### src/hdl/rtb_pkg.sv
// Shared types, operation codes and status codes for the reload timer bank.
`default_nettype none

package rtb_pkg;

    // Fixed field widths of the stream payloads.
    localparam int OP_W   = 3;
    localparam int NUM_W  = 5;
    localparam int REL_W  = 32;
    localparam int ID_W   = 5;
    localparam int STAT_W = 2;

    // Operation codes carried in the input tuser.
    typedef enum logic [OP_W-1:0] {
        OP_TICK       = 3'd0,
        OP_REGISTER   = 3'd1,
        OP_UNREGISTER = 3'd2,
        OP_CHANGE     = 3'd3,
        OP_SET_STATE  = 3'd4
    } t_op;

    // Status codes of a reply.
    localparam logic [STAT_W-1:0] STAT_OK   = 2'd0;
    localparam logic [STAT_W-1:0] STAT_FULL = 2'd1;
    localparam logic [STAT_W-1:0] STAT_BAD  = 2'd2;

    // Result kinds carried in the output tuser.
    localparam logic KIND_REPLY = 1'b0;
    localparam logic KIND_FIRE  = 1'b1;

    typedef enum logic [3:0] {
        S_IDLE,
        S_DECODE,
        S_LIST_RD,
        S_SLOT_RD,
        S_UPDATE,
        S_FLUSH,
        S_UNR_RD,
        S_UNR_CHK,
        S_UNR_END,
        S_SET_LOAD,
        S_REPLY
    } t_state;

    // Commands from the controller to the datapath.
    typedef struct packed {
        logic capture;
        logic decode;
        logic do_register;
        logic do_change;
        logic set_enable;
        logic set_load;
        logic unreg_clear;
        logic clr_walk;
        logic load_k;
        logic advance;
        logic tick_upd;
        logic flush;
        logic unr_step;
        logic unr_end;
        logic send_reply;
    } t_dp_cmd;

    // Status from the datapath to the controller.
    typedef struct packed {
        logic [OP_W-1:0] op;
        logic            bad;
        logic            full;
        logic            en_req;
        logic            list_empty;
        logic            last_entry;
        logic            slot_en;
        logic            zero_dec;
        logic            pend_valid;
        logic            out_free;
    } t_dp_stat;

endpackage

`default_nettype wire

### src/hdl/rtb_ctrl.sv
// Controller state machine that sequences each operation of the timer bank.
`default_nettype none

module rtb_ctrl
    import rtb_pkg::*;
(
    input  logic     i_clk,
    input  logic     i_rst_n,
    input  logic     i_in_valid,
    output logic     o_in_ready,
    input  t_dp_stat i_stat,
    output t_dp_cmd  o_cmd
);

    t_state r_state;
    t_state n_state;

    always_ff @(posedge i_clk) begin
        if (!i_rst_n) begin
            r_state <= S_IDLE;
        end else begin
            r_state <= n_state;
        end
    end

    always_comb begin
        n_state    = r_state;
        o_cmd      = '0;
        o_in_ready = 1'b0;
        unique case (r_state)
            S_IDLE: begin
                o_in_ready = 1'b1;
                if (i_in_valid) begin
                    o_cmd.capture = 1'b1;
                    n_state       = S_DECODE;
                end
            end
            S_DECODE: begin
                o_cmd.decode = 1'b1;
                unique case (i_stat.op)
                    OP_TICK: begin
                        o_cmd.clr_walk = 1'b1;
                        n_state = i_stat.list_empty ? S_IDLE : S_LIST_RD;
                    end
                    OP_REGISTER: begin
                        o_cmd.do_register = !i_stat.full;
                        n_state = S_REPLY;
                    end
                    OP_UNREGISTER: begin
                        if (i_stat.bad) begin
                            n_state = S_REPLY;
                        end else begin
                            o_cmd.unreg_clear = 1'b1;
                            o_cmd.clr_walk    = 1'b1;
                            n_state           = S_UNR_RD;
                        end
                    end
                    OP_CHANGE: begin
                        o_cmd.do_change = !i_stat.bad;
                        n_state = S_REPLY;
                    end
                    OP_SET_STATE: begin
                        o_cmd.set_enable = !i_stat.bad;
                        n_state = (!i_stat.bad && i_stat.en_req) ? S_SET_LOAD : S_REPLY;
                    end
                    default: begin
                        n_state = S_REPLY;
                    end
                endcase
            end
            S_LIST_RD: begin
                n_state = S_SLOT_RD;
            end
            S_SLOT_RD: begin
                o_cmd.load_k = 1'b1;
                if (i_stat.slot_en) begin
                    n_state = S_UPDATE;
                end else begin
                    o_cmd.advance = 1'b1;
                    n_state = i_stat.last_entry ? S_FLUSH : S_LIST_RD;
                end
            end
            S_UPDATE: begin
                // A new fire pushes the held one out, so it waits for a free output.
                if (!(i_stat.zero_dec && i_stat.pend_valid && !i_stat.out_free)) begin
                    o_cmd.tick_upd = 1'b1;
                    o_cmd.advance  = 1'b1;
                    n_state = i_stat.last_entry ? S_FLUSH : S_LIST_RD;
                end
            end
            S_FLUSH: begin
                if (!i_stat.pend_valid) begin
                    n_state = S_IDLE;
                end else if (i_stat.out_free) begin
                    o_cmd.flush = 1'b1;
                    n_state     = S_IDLE;
                end
            end
            S_UNR_RD: begin
                n_state = S_UNR_CHK;
            end
            S_UNR_CHK: begin
                o_cmd.unr_step = 1'b1;
                n_state = i_stat.last_entry ? S_UNR_END : S_UNR_RD;
            end
            S_UNR_END: begin
                o_cmd.unr_end = 1'b1;
                n_state       = S_REPLY;
            end
            S_SET_LOAD: begin
                o_cmd.set_load = 1'b1;
                n_state        = S_REPLY;
            end
            S_REPLY: begin
                if (i_stat.out_free) begin
                    o_cmd.send_reply = 1'b1;
                    n_state          = S_IDLE;
                end
            end
            default: begin
                n_state = S_IDLE;
            end
        endcase
    end

endmodule

`default_nettype wire

### src/hdl/rtb_dp.sv
// Datapath of the timer bank: slot storage, active list, walk index and output register.
`default_nettype none

module rtb_dp
    import rtb_pkg::*;
#(
    parameter int NUM_TIMERS  = 16,
    parameter int COUNT_WIDTH = 32
) (
    input  logic              i_clk,
    input  logic              i_rst_n,
    input  t_dp_cmd           i_cmd,
    output t_dp_stat          o_stat,
    input  logic [OP_W-1:0]   i_in_op,
    input  logic [NUM_W-1:0]  i_in_num,
    input  logic [REL_W-1:0]  i_in_rel,
    input  logic              i_in_en,
    output logic              o_out_valid,
    input  logic              i_out_ready,
    output logic              o_out_kind,
    output logic [ID_W-1:0]   o_out_id,
    output logic [STAT_W-1:0] o_out_status,
    output logic              o_out_last
);

    localparam int IDX_W = (NUM_TIMERS > 1) ? $clog2(NUM_TIMERS) : 1;
    localparam int CNT_W = $clog2(NUM_TIMERS + 1);
    // Shifting by 64 gives zero, so the full-width case also ends as all ones.
    localparam logic [63:0] CNT_MAX = (64'd1 << COUNT_WIDTH) - 64'd1;

    // Captured transaction.
    logic [OP_W-1:0]  r_op;
    logic [NUM_W-1:0] r_num;
    logic [REL_W-1:0] r_rel;
    logic             r_en;
    logic [IDX_W-1:0] r_k;

    // Slot flags, active list and walk state.
    logic [NUM_TIMERS-1:0] r_in_use;
    logic [NUM_TIMERS-1:0] r_enabled;
    logic [CNT_W-1:0]      r_active_count;
    logic [IDX_W-1:0]      r_t;
    logic                  r_found;

    // Memories.
    logic [IDX_W-1:0]       r_list_mem   [NUM_TIMERS];
    logic [COUNT_WIDTH-1:0] r_count_mem  [NUM_TIMERS];
    logic [COUNT_WIDTH-1:0] r_reload_mem [NUM_TIMERS];
    logic [IDX_W-1:0]       r_list_rdata;
    logic [COUNT_WIDTH-1:0] r_count_rdata;
    logic [COUNT_WIDTH-1:0] r_reload_rdata;

    // Reply, held fire event and output register.
    logic [ID_W-1:0]   r_rep_id;
    logic [STAT_W-1:0] r_rep_status;
    logic              r_pend_valid;
    logic [ID_W-1:0]   r_pend_id;
    logic              r_out_valid;
    logic              r_out_kind;
    logic [ID_W-1:0]   r_out_id;
    logic [STAT_W-1:0] r_out_status;
    logic              r_out_last;

    logic [6:0]             in_num_m1;
    logic [6:0]             num_m1;
    logic                   bad;
    logic [IDX_W-1:0]       free_idx;
    logic                   free_found;
    logic                   full;
    logic [63:0]            rel_ext;
    logic [63:0]            rel_sat;
    logic [COUNT_WIDTH-1:0] fit;
    logic [COUNT_WIDTH-1:0] dec;
    logic                   dec_zero;
    logic                   fire;
    logic                   push_fire;
    logic [IDX_W-1:0]       slot_raddr;
    logic                   list_we;
    logic [IDX_W-1:0]       list_waddr;
    logic [IDX_W-1:0]       list_wdata;
    logic                   count_we;
    logic [IDX_W-1:0]       count_waddr;
    logic [COUNT_WIDTH-1:0] count_wdata;
    logic                   reload_we;
    logic [IDX_W-1:0]       reload_waddr;
    logic [ID_W-1:0]        rep_id;
    logic [STAT_W-1:0]      rep_status;
    logic [CNT_W:0]         t_plus1;

    assign in_num_m1 = 7'(i_in_num) - 7'd1;
    assign num_m1    = 7'(r_num) - 7'd1;
    assign bad       = (r_num == '0) || (7'(r_num) > 7'(NUM_TIMERS))
                       || !r_in_use[IDX_W'(num_m1)];

    always_comb begin
        free_idx   = '0;
        free_found = 1'b0;
        for (int i = NUM_TIMERS - 1; i >= 0; i--) begin
            if (!r_in_use[i]) begin
                free_idx   = IDX_W'(i);
                free_found = 1'b1;
            end
        end
    end

    assign full = (r_active_count >= CNT_W'(NUM_TIMERS)) || !free_found;

    // Reload saturates to the counter range and a zero period becomes one tick.
    assign rel_ext = 64'(r_rel);
    assign rel_sat = (rel_ext > CNT_MAX) ? CNT_MAX : rel_ext;
    assign fit     = (rel_sat == 64'd0) ? COUNT_WIDTH'(1) : rel_sat[COUNT_WIDTH-1:0];

    assign dec       = r_count_rdata - COUNT_WIDTH'(1);
    assign dec_zero  = (dec == '0);
    assign fire      = i_cmd.tick_upd && dec_zero;
    assign push_fire = fire && r_pend_valid;

    assign t_plus1 = (CNT_W + 1)'(r_t) + (CNT_W + 1)'(1);

    always_comb begin
        rep_id     = '0;
        rep_status = STAT_OK;
        case (r_op) inside
            OP_TICK: begin
                rep_status = STAT_OK;
            end
            OP_REGISTER: begin
                rep_status = full ? STAT_FULL : STAT_OK;
                rep_id     = full ? '0 : ID_W'(7'(free_idx) + 7'd1);
            end
            OP_UNREGISTER, OP_CHANGE, OP_SET_STATE: begin
                rep_status = bad ? STAT_BAD : STAT_OK;
            end
            default: begin
                rep_status = STAT_BAD;
            end
        endcase
    end

    // Write ports of the memories.
    always_comb begin
        list_we    = 1'b0;
        list_waddr = IDX_W'(r_active_count);
        list_wdata = free_idx;
        if (i_cmd.do_register) begin
            list_we = 1'b1;
        end else if (i_cmd.unr_step && r_found) begin
            // Entries after the removed one move down by one place.
            list_we    = 1'b1;
            list_waddr = r_t - IDX_W'(1);
            list_wdata = r_list_rdata;
        end
    end

    always_comb begin
        count_we     = 1'b0;
        count_waddr  = r_k;
        count_wdata  = fit;
        reload_we    = 1'b0;
        reload_waddr = r_k;
        if (i_cmd.do_register) begin
            count_we     = 1'b1;
            count_waddr  = free_idx;
            reload_we    = 1'b1;
            reload_waddr = free_idx;
        end else if (i_cmd.do_change) begin
            count_we  = 1'b1;
            reload_we = 1'b1;
        end else if (i_cmd.set_load) begin
            count_we    = 1'b1;
            count_wdata = r_reload_rdata;
        end else if (i_cmd.tick_upd) begin
            count_we    = 1'b1;
            count_wdata = dec_zero ? r_reload_rdata : dec;
        end
    end

    assign slot_raddr = i_cmd.load_k ? r_list_rdata : r_k;

    always_ff @(posedge i_clk) begin
        if (list_we) begin
            r_list_mem[list_waddr] <= list_wdata;
        end
        r_list_rdata <= r_list_mem[r_t];
    end

    always_ff @(posedge i_clk) begin
        if (count_we) begin
            r_count_mem[count_waddr] <= count_wdata;
        end
        r_count_rdata <= r_count_mem[slot_raddr];
    end

    always_ff @(posedge i_clk) begin
        if (reload_we) begin
            r_reload_mem[reload_waddr] <= fit;
        end
        r_reload_rdata <= r_reload_mem[slot_raddr];
    end

    // Captured transaction and slot index.
    always_ff @(posedge i_clk) begin
        if (i_cmd.capture) begin
            r_op  <= i_in_op;
            r_num <= i_in_num;
            r_rel <= i_in_rel;
            r_en  <= i_in_en;
            r_k   <= IDX_W'(in_num_m1);
        end else if (i_cmd.load_k) begin
            r_k <= r_list_rdata;
        end
        if (i_cmd.decode) begin
            r_rep_id     <= rep_id;
            r_rep_status <= rep_status;
        end
        if (i_cmd.clr_walk) begin
            r_t <= '0;
        end else if (i_cmd.advance || i_cmd.unr_step) begin
            r_t <= r_t + IDX_W'(1);
        end
    end

    always_ff @(posedge i_clk) begin
        if (!i_rst_n) begin
            r_in_use       <= '0;
            r_enabled      <= '0;
            r_active_count <= '0;
            r_found        <= 1'b0;
        end else begin
            if (i_cmd.do_register) begin
                r_in_use[free_idx]  <= 1'b1;
                r_enabled[free_idx] <= 1'b1;
                r_active_count      <= r_active_count + CNT_W'(1);
            end
            if (i_cmd.unreg_clear) begin
                r_in_use[r_k]  <= 1'b0;
                r_enabled[r_k] <= 1'b0;
            end
            if (i_cmd.set_enable) begin
                r_enabled[r_k] <= r_en;
            end
            if (i_cmd.unr_end && r_found) begin
                r_active_count <= r_active_count - CNT_W'(1);
            end
            if (i_cmd.clr_walk) begin
                r_found <= 1'b0;
            end else if (i_cmd.unr_step && (r_list_rdata == r_k)) begin
                r_found <= 1'b1;
            end
        end
    end

    // The latest fire is held back until it is known whether another follows it.
    always_ff @(posedge i_clk) begin
        if (!i_rst_n) begin
            r_pend_valid <= 1'b0;
        end else if (i_cmd.clr_walk) begin
            r_pend_valid <= 1'b0;
        end else if (fire) begin
            r_pend_valid <= 1'b1;
        end else if (i_cmd.flush) begin
            r_pend_valid <= 1'b0;
        end
    end

    always_ff @(posedge i_clk) begin
        if (fire) begin
            r_pend_id <= ID_W'(7'(r_k) + 7'd1);
        end
    end

    always_ff @(posedge i_clk) begin
        if (!i_rst_n) begin
            r_out_valid <= 1'b0;
        end else if (push_fire || i_cmd.flush || i_cmd.send_reply) begin
            r_out_valid <= 1'b1;
        end else if (i_out_ready) begin
            r_out_valid <= 1'b0;
        end
    end

    always_ff @(posedge i_clk) begin
        if (push_fire || i_cmd.flush) begin
            r_out_kind   <= KIND_FIRE;
            r_out_id     <= r_pend_id;
            r_out_status <= STAT_OK;
            r_out_last   <= i_cmd.flush;
        end else if (i_cmd.send_reply) begin
            r_out_kind   <= KIND_REPLY;
            r_out_id     <= r_rep_id;
            r_out_status <= r_rep_status;
            r_out_last   <= 1'b1;
        end
    end

    assign o_stat.op         = r_op;
    assign o_stat.bad        = bad;
    assign o_stat.full       = full;
    assign o_stat.en_req     = r_en;
    assign o_stat.list_empty = (r_active_count == '0);
    assign o_stat.last_entry = (t_plus1 >= (CNT_W + 1)'(r_active_count));
    assign o_stat.slot_en    = r_enabled[r_list_rdata];
    assign o_stat.zero_dec   = dec_zero;
    assign o_stat.pend_valid = r_pend_valid;
    assign o_stat.out_free   = !r_out_valid || i_out_ready;

    assign o_out_valid  = r_out_valid;
    assign o_out_kind   = r_out_kind;
    assign o_out_id     = r_out_id;
    assign o_out_status = r_out_status;
    assign o_out_last   = r_out_last;

endmodule

`default_nettype wire

### src/hdl/reload_timer_bank.sv
// Top level of the reload timer bank: stream ports, controller and datapath.
`default_nettype none

// A bank of NUM_TIMERS auto-reload down-counters driven by one operation per input
// transaction (tick, register, unregister, change reload, set enable). A tick walks the
// active list in registration order: each enabled entry takes a list memory read, a slot
// memory read and a count update, and each disabled entry only the two reads. Capture
// and decode come before the walk and a flush step ends it; an empty list ends the tick
// at decode. Each fire event is one output transaction, the final one with tlast set,
// and there is no output if nothing fires. Set enable also reloads the count when it
// enables the timer. An unregister with an invalid number goes straight to its reply,
// and a valid one walks the list memory in order, moving later entries down one place.
// A stalled output holds the walk or the reply until the output is free.
// Every non-tick operation returns one status transaction with tlast set.
module reload_timer_bank
    import rtb_pkg::*;
#(
    parameter int NUM_TIMERS  = 16,
    parameter int COUNT_WIDTH = 32
) (
    input  logic        i_clk,
    input  logic        i_rst_n,
    input  logic        s_axis_tvalid,
    output logic        s_axis_tready,
    input  logic [39:0] s_axis_tdata,  // timer_number[4:0], reload_ticks[36:5], enable[37]
    input  logic [2:0]  s_axis_tuser,  // op[2:0]
    output logic        m_axis_tvalid,
    input  logic        m_axis_tready,
    output logic [7:0]  m_axis_tdata,  // timer_id[4:0], status[6:5]
    output logic        m_axis_tuser,  // kind
    output logic        m_axis_tlast
);

    t_dp_cmd           cmd;
    t_dp_stat          stat;
    logic [ID_W-1:0]   out_id;
    logic [STAT_W-1:0] out_status;

    rtb_ctrl u_ctrl (
        .i_clk      (i_clk),
        .i_rst_n    (i_rst_n),
        .i_in_valid (s_axis_tvalid),
        .o_in_ready (s_axis_tready),
        .i_stat     (stat),
        .o_cmd      (cmd)
    );

    rtb_dp #(
        .NUM_TIMERS  (NUM_TIMERS),
        .COUNT_WIDTH (COUNT_WIDTH)
    ) u_dp (
        .i_clk        (i_clk),
        .i_rst_n      (i_rst_n),
        .i_cmd        (cmd),
        .o_stat       (stat),
        .i_in_op      (s_axis_tuser),
        .i_in_num     (s_axis_tdata[4:0]),
        .i_in_rel     (s_axis_tdata[36:5]),
        .i_in_en      (s_axis_tdata[37]),
        .o_out_valid  (m_axis_tvalid),
        .i_out_ready  (m_axis_tready),
        .o_out_kind   (m_axis_tuser),
        .o_out_id     (out_id),
        .o_out_status (out_status),
        .o_out_last   (m_axis_tlast)
    );

    assign m_axis_tdata = {1'b0, out_status, out_id};

endmodule

`default_nettype wire

### config.mk
export PLATFORM = sky130hd
export DESIGN_NAME = reload_timer_bank
export DESIGN_NICKNAME = d
export VERILOG_FILES = /design/src/hdl/rtb_pkg.sv /design/src/hdl/rtb_ctrl.sv /design/src/hdl/rtb_dp.sv /design/src/hdl/reload_timer_bank.sv
export SDC_FILE = /design/constraint.sdc
export NUM_CORES = 2
export LEC_CHECK = 0
export BUFFER_PORTS_ARGS = -buffer_cell sky130_fd_sc_hd__buf_2
export CORE_MARGIN = 2
export CORE_UTILIZATION = 45
export DETAILED_ROUTE_END_ITERATION = 8
export SLEW_MARGIN = 20
export SYNTH_ARGS = -nofsm -noshare
export SYNTH_HDL_FRONTEND = slang
export SYNTH_SLANG_ARGS = --single-unit
export TNS_END_PERCENT = 100
### constraint.sdc
create_clock -name i_clk -period 5.7 [get_ports i_clk]
set_input_delay 0.57 -clock i_clk [delete_from_list [all_inputs] [get_ports i_clk]]
set_output_delay 0.57 -clock i_clk [all_outputs]
set_load 0.02 [all_outputs]
* After elaboration in Yosys (flattened, before gate mapping)
Memory sizes are Yosys's and may differ from the RTL's. A register that Yosys moved wholly into a read port is not among the register bits.
Cells that the tools add are included.
Widths: inputs -> output; s select.
** Word-level totals
- Register bits after elaboration :: 114
- Bits in writable memories :: 1088
- Bits of input ports :: 47
- Output and inout bits :: 12
- Word-level logic and storage cells :: 231
- Memories :: 3
** Cells by class
- Add/sub/neg operators :: 10
- Order comparisons :: 10
- Equal/unequal tests :: 17
- Muxes and demuxes :: 126
- Bitwise operators :: 7
- Reductions and logical operators :: 38
** Memory list
- u_dp.r_count_mem :: words 16, bits a word 32, read ports 1, clocked after Yosys merged registers in 1, wr ports 1, RTL line rtb_dp.sv:47 : logic [COUNT_WIDTH-1:0] r_count_mem [NUM_TIMERS];
- u_dp.r_reload_mem :: words 16, bits a word 32, read ports 1, clocked after Yosys merged registers in 1, wr ports 1, RTL line rtb_dp.sv:48 : logic [COUNT_WIDTH-1:0] r_reload_mem [NUM_TIMERS];
- u_dp.r_list_mem :: words 16, bits a word 4, read ports 1, clocked after Yosys merged registers in 1, wr ports 1, RTL line rtb_dp.sv:46 : logic [IDX_W-1:0] r_list_mem [NUM_TIMERS];
** Operators by type and width (count)
- $mux 32 :: 7
- $mux 16 :: 8
- $mux 4 :: 31
- $logic_not 64->1 :: 1
- $mux 1 :: 58
- $pmux 4 s10 :: 1
- $and 16x16->16 :: 2
- $gt 32x32->1 const B :: 1
- $logic_not 32->1 :: 1
- $or 16x16->16 :: 2
- $sub 32x1->32 const B :: 1
- $lt 4x5->1 const B :: 4
- $mux 5 :: 4
- $bwmux 16 :: 1
- $eq 4x3->1 const B :: 4
- $mux 2 :: 8
- $not 16->16 :: 1
- $add 4x1->5 const B :: 3
- $eq 4x4->1 const B :: 3
- $pmux 4 s3 :: 1
- $sub 4x1->4 const B :: 3
- $logic_and 1x1->1 :: 10
- $logic_not 5->1 :: 2
- $bmux 1 s4 :: 2
- other kinds (26) :: 49

* Longest topological paths before layout
- Word-level depth :: 28
- Gate-level depth with buffers :: 12

* Hierarchy
A second synthesis with hierarchy kept.
** Second synthesis, totals
- Cells, all modules :: 4113
- Area, all modules :: 51733.4 µm²
** Modules (own cells, without submodules)
- rtb_dp :: instances 1, cells an instance 4036, area each 51216.6 µm², sequential area each 36825.3 µm²
- rtb_ctrl :: instances 1, cells an instance 75, area each 505.5 µm², sequential area each 80.1 µm²
- reload_timer_bank :: instances 1, cells an instance 2, area each 11.3 µm², sequential area each 0.0 µm²

* Worst setup path after synthesis
Ideal clock, no wire load.
- Path kind :: flip-flop to flip-flop
- Start point :: reg u_dp.r_count_rdata[11], read port of u_dp.r_count_mem
- End point :: mem u_dp.r_count_mem[13][0] (enable)
- Arrival :: 5055 ps
- Data required time :: 5239 ps
- Path slack :: 184 ps
- Stages on the path, launching flop included :: 12
- Buffers on the path :: 3
- Period minus slack after synthesis :: 5516 ps
- Cells stage by stage :: dfxtp_1 > or4_4 > or4b_1 > buf_2 > or4_1 > and3_1 > buf_6 > and2_4 > nand4_4 > a2bb2oi_2 > buf_2 > nor3_1
** Between the ends
- Word-level cells in the longest chain between the ends :: 12
** RTL lines
- from (decl) :: RTL line rtb_dp.sv:50 : logic [COUNT_WIDTH-1:0] r_count_rdata;
- $sub 32x1->32 :: RTL line rtb_dp.sv:113 : assign dec = r_count_rdata - COUNT_WIDTH'(1);
- $logic_not 32->1 :: RTL line rtb_dp.sv:114 : assign dec_zero = (dec == '0);
- $logic_and 1x1->1 (2 in a row) :: RTL line rtb_ctrl.sv:85 : if (!(i_stat.zero_dec && i_stat.pend_valid && !i_stat.out_free)) begin
- $mux 2 :: RTL line rtb_ctrl.sv:85
- $mux 1 :: RTL line rtb_ctrl.sv:30 : unique case (r_state)
- $mux 1 :: RTL line rtb_dp.sv:172 : end else if (i_cmd.tick_upd) begin
- $mux 1 :: RTL line rtb_dp.sv:169 : end else if (i_cmd.set_load) begin
- $mux 1 :: RTL line rtb_dp.sv:166 : end else if (i_cmd.do_change) begin
- $mux 1 :: RTL line rtb_dp.sv:161 : if (i_cmd.do_register) begin
- $mux 1 :: RTL line rtb_dp.sv:188 : if (count_we) begin
- $mux 1 (implied by the code) :: RTL line rtb_dp.sv:189 : r_count_mem[count_waddr] <= count_wdata;
- to (decl) :: RTL line rtb_dp.sv:47
No other way between the ends.

* Worst setup path in the final report
- Start point :: reg u_dp.r_count_rdata[11], read port of u_dp.r_count_mem
- End point :: mem u_dp.r_count_mem[11][22], data pin
** Between the ends
- Word-level cells in the longest chain between the ends :: 10
- Elaborated cells on any way between the ends :: 11
- Classes of those cells :: add/sub: 1; mux: 7; reduce/logical: 3
** RTL lines
- $sub 32x1->32 (*) :: RTL line rtb_dp.sv:113
- $logic_not 32->1 :: RTL line rtb_dp.sv:114
- $logic_and 1x1->1 (2 in a row) :: RTL line rtb_ctrl.sv:85
- $mux 2 :: RTL line rtb_ctrl.sv:85
- $mux 1 :: RTL line rtb_ctrl.sv:30
- $mux 32 (*) :: RTL line rtb_dp.sv:172
- $mux 32 (*) :: RTL line rtb_dp.sv:169
- $mux 32 (*) :: RTL line rtb_dp.sv:166
- $mux 32 (*) :: RTL line rtb_dp.sv:161
- net u_dp.count_wdata[22] :: RTL line rtb_dp.sv:83 : logic [COUNT_WIDTH-1:0] count_wdata;
Mark *: on every way through the listed nets, which the timed path passes. The rest lies on a longest branch.

==> impl_metrics.json <==
{
  "status": "finished clean",
  "placed_cell_area_um2": 53800,
  "synthArstFlopShare_pct": 0,
  "root_buffer": "clkbuf_16",
  "synth_seq_cells": 1270,
  "p_total_mw": 30.1,
  "yosys.cell_types.count": 68,
  "reg2reg_to": "u_dp.r_count_mem[11][22]",
  "rsz0062_at_grt": "false",
  "ir_drop_mv": 0.543,
  "crit_type": "flop to flop",
  "powerDensity_nw_per_um2": 518,
  "synth_warnings": 0,
  "grt_pass1_vias": 30948,
  "via_count": 32566,
  "finalSetupViolations": 0,
  "final_cell_mix": "edfxtp_1 (1147), nand2_1 (1091), nand3_1 (291), a311oi_1 (194), and3_1 (132)",
  "syn_area_um2": 51400,
  "reg2reg_depth": 9,
  "start_kind": "flop",
  "cts_resized": 0,
  "crit_fanout": 27,
  "grt_pass1_wl_mm": 197,
  "wl_per_cell_um": 23.2,
  "r2r-start": "u_dp.r_count_rdata[11]",
  "maxCapViolations": 0,
  "clk_latency_ps": 730,
  "clock-skew-final_ps": 38.2,
  "drv_slew": 0,
  "min_from": "s_axis_tdata[20]",
  "die-area_um2": 117000,
  "synth_cells": 4043,
  "start_util_pct": 45.2,
  "syn_avg_cell_area_um2": 12.7,
  "fin_setup_tns_ps": 0,
  "fin_hold_ws_ps": 34.7,
  "instances_no_fill": 5670,
  "layout_commonest_cell": "edfxtp_1",
  "synth_compound_gate_area_share_pct": 7.28,
  "cts_buffers": 121,
  "rows": 124,
  "whs_path_depth": 1,
  "num-fill-cells": 9652,
  "synth-edff-count": 1147,
  "dp_slack_ps": 1240,
  "worstHoldPathType": "primary input to flop",
  "cts_tree": "built",
  "period_minus_slack_ps": 4610,
  "slew-limit-headroom_pct": 28.4,
  "arrival_ps": 5040,
  "clock-sinks": 1270,
  "endpoint_kind": "flop",
  "seqCellArea_um2": 36900,
  "synth_mux_area_share_pct": 1.76,
  "cts_setup_buffers": 0,
  "synthFlopType": "edfxtp_1",
  "drtIter0Drc": 3251,
  "power_leakage_nw": 19.6,
  "via_per_inst": 5.74,
  "grt_max_degree": 159,
  "post-route-util_pct": 51.1,
  "area_growth_pct": 13.1,
  "multi_input_area_um2": 13600,
  "grt_usage_pct": 22.3,
  "grt.overflow.total": 0,
  "placedCellCount": 5412,
  "dp.final_hpwl_mm": 71.7,
  "hold_buffers": 26,
  "io_buffers": 55,
  "fin_ws_ps": 1090,
  "final_area_um2": 58200,
  "cts.clk_slew.worst_paths_ps": 60,
  "core_um2": 114000,
  "hold_viol_final": 0,
  "die_w_um": 342,
  "fin_nets": 4120,
  "ios": 59,
  "cts_max_level": 3,
  "drtAntennaViolNets": 0,
  "synth_fa_ha_area_share_pct": 0.598,
  "wl_mm": 132,
  "worst_slew_pin_slew_ps": 1070,
  "first_pass_iters": 5,
  "antenna_found_initial": 4,
  "synthXorXnorAreaFrac_pct": 0.715,
  "synth_top_family_by_area": "simple AND/OR/NAND/NOR gates",
  "cp_data_required_time_ps": 6130,
  "place_congestion": 0.889,
  "die_y_um": 342,
  "drc_errors": 0,
  "period_share_pct": 80.8,
  "hold_end": "u_dp.r_rel[15]",
  "rrSetupSlack_ps": 1090,
  "clockBufferDepth": 3,
  "syn_nets": 4114,
  "fmaxAchievable_mhz": 217,
  "layout-drive-gt1-share_pct": 10.4,
  "seq_area_frac_synth_pct": 71.7,
  "yosys.area_share.simple_pct": 15.4
}
cells by family (layout without fill, tap and decap cells):
| logic type | count (synthesis) | after routing |
|---|---|---|
| simple gates | 1807 | 1807 |
| flops | 1270 | 1270 |
| compound gates | 514 | 514 |
| buf+inv | 331 | 445 |
| mux | 54 | 54 |
| xor+xnor | 42 | 42 |
| fa+ha+maj | 24 | 24 |
| other cells | 1 | 2 |
power breakdown:
part / total, mW / internal (mW) / switching (mW)
Combinational: 9.33 / 2.83 / 6.50
Sequential: 12.5 / 11.7 / 0.846
Clock: 8.26 / 4.81 / 3.45
Total: 30.1 / 19.3 / 10.8
area by class of cell:
type	count	share of cell area, %
Inverter	35	0.226
Clock buffer	166	5.92
Sequential cell	1270	63.4
Antenna cell	1	0.00430
Tap cell	1512	3.25
Timing Repair Buffer	179	2.66
Multi-Input combinational cell	2442	23.3
Clock inverter	65	1.21
how the worst max path moves through the flow:
stage                                 from                        end  slack (ps)  depth (start not counted)
finish              u_dp.r_count_rdata[11]   u_dp.r_count_mem[11][22]        1090                          9
global route        u_dp.r_count_rdata[11]    u_dp.r_count_mem[0][22]         910                          9
CTS                 u_dp.r_count_rdata[11]   u_dp.r_count_mem[11][22]        1210                          9
detailed placement           u_dp.r_num[0]  u_dp.r_reload_mem[10][11]        1240                         11
global placement    u_dp.r_count_rdata[11]     u_dp.r_count_mem[2][6]        1290                          9
floorplan           u_dp.r_count_rdata[11]    u_dp.r_count_mem[13][0]         180                         11
registers in the layout (all words and copies together) (netlist names), 16 cells and up:
| register | count |
|---|---|
| u_dp.r_reload_mem | 512 |
| u_dp.r_enabled | 16 |
| u_dp.r_in_use | 16 |
| u_dp.r_reload_rdata | 32 |
| u_dp.r_list_mem | 64 |
| u_dp.r_count_rdata | 32 |
| u_dp.r_rel | 32 |
| u_dp.r_count_mem | 512 |
synthesized netlist by cell type, types with 25 or more instances:
cell      count  share of area (%)
inv_1        34               0.25
xnor2_1      25               0.43
nand3_1     291                2.8
mux4_2       28                1.2
a311oi_1    194                3.3
nor2_1      125               0.91
edfxtp_1   1147                 67
a31oi_1      88                1.1
a21oi_1     109                1.1
dfxtp_1     123                4.8
o21ai_0      30               0.29
nand2_1    1091                8.0
nor3_1       49               0.48
a221o_1      32               0.62
clkbuf_1    266                1.9
and3_1      132                1.6
worst max-delay path: stages (launching register included):
cell and delay, ps:
dfxtp_1 380, or4_4 570, or4b_1 720, nor4_2 300
xor2_1 170, nor4_1 550, and2_4 280, a41o_1 290
buf_4 440, a221o_1 600
per-layer routing:
| layer | up-vias | track usage [%] | wire length (um) |
|---|---|---|---|
| met1 | 16273 | 31.9 | 57900 |
| met3 | 179 | 2.74 | 8290 |
| met2 | 1090 | 36.5 | 63100 |
| met4 | 4 | 5.21 | 2380 |
| met5 | - | 0 | 23 |
| li1 | 15020 | - | - |
No activity file was read; power rests on OpenSTA's default activity.
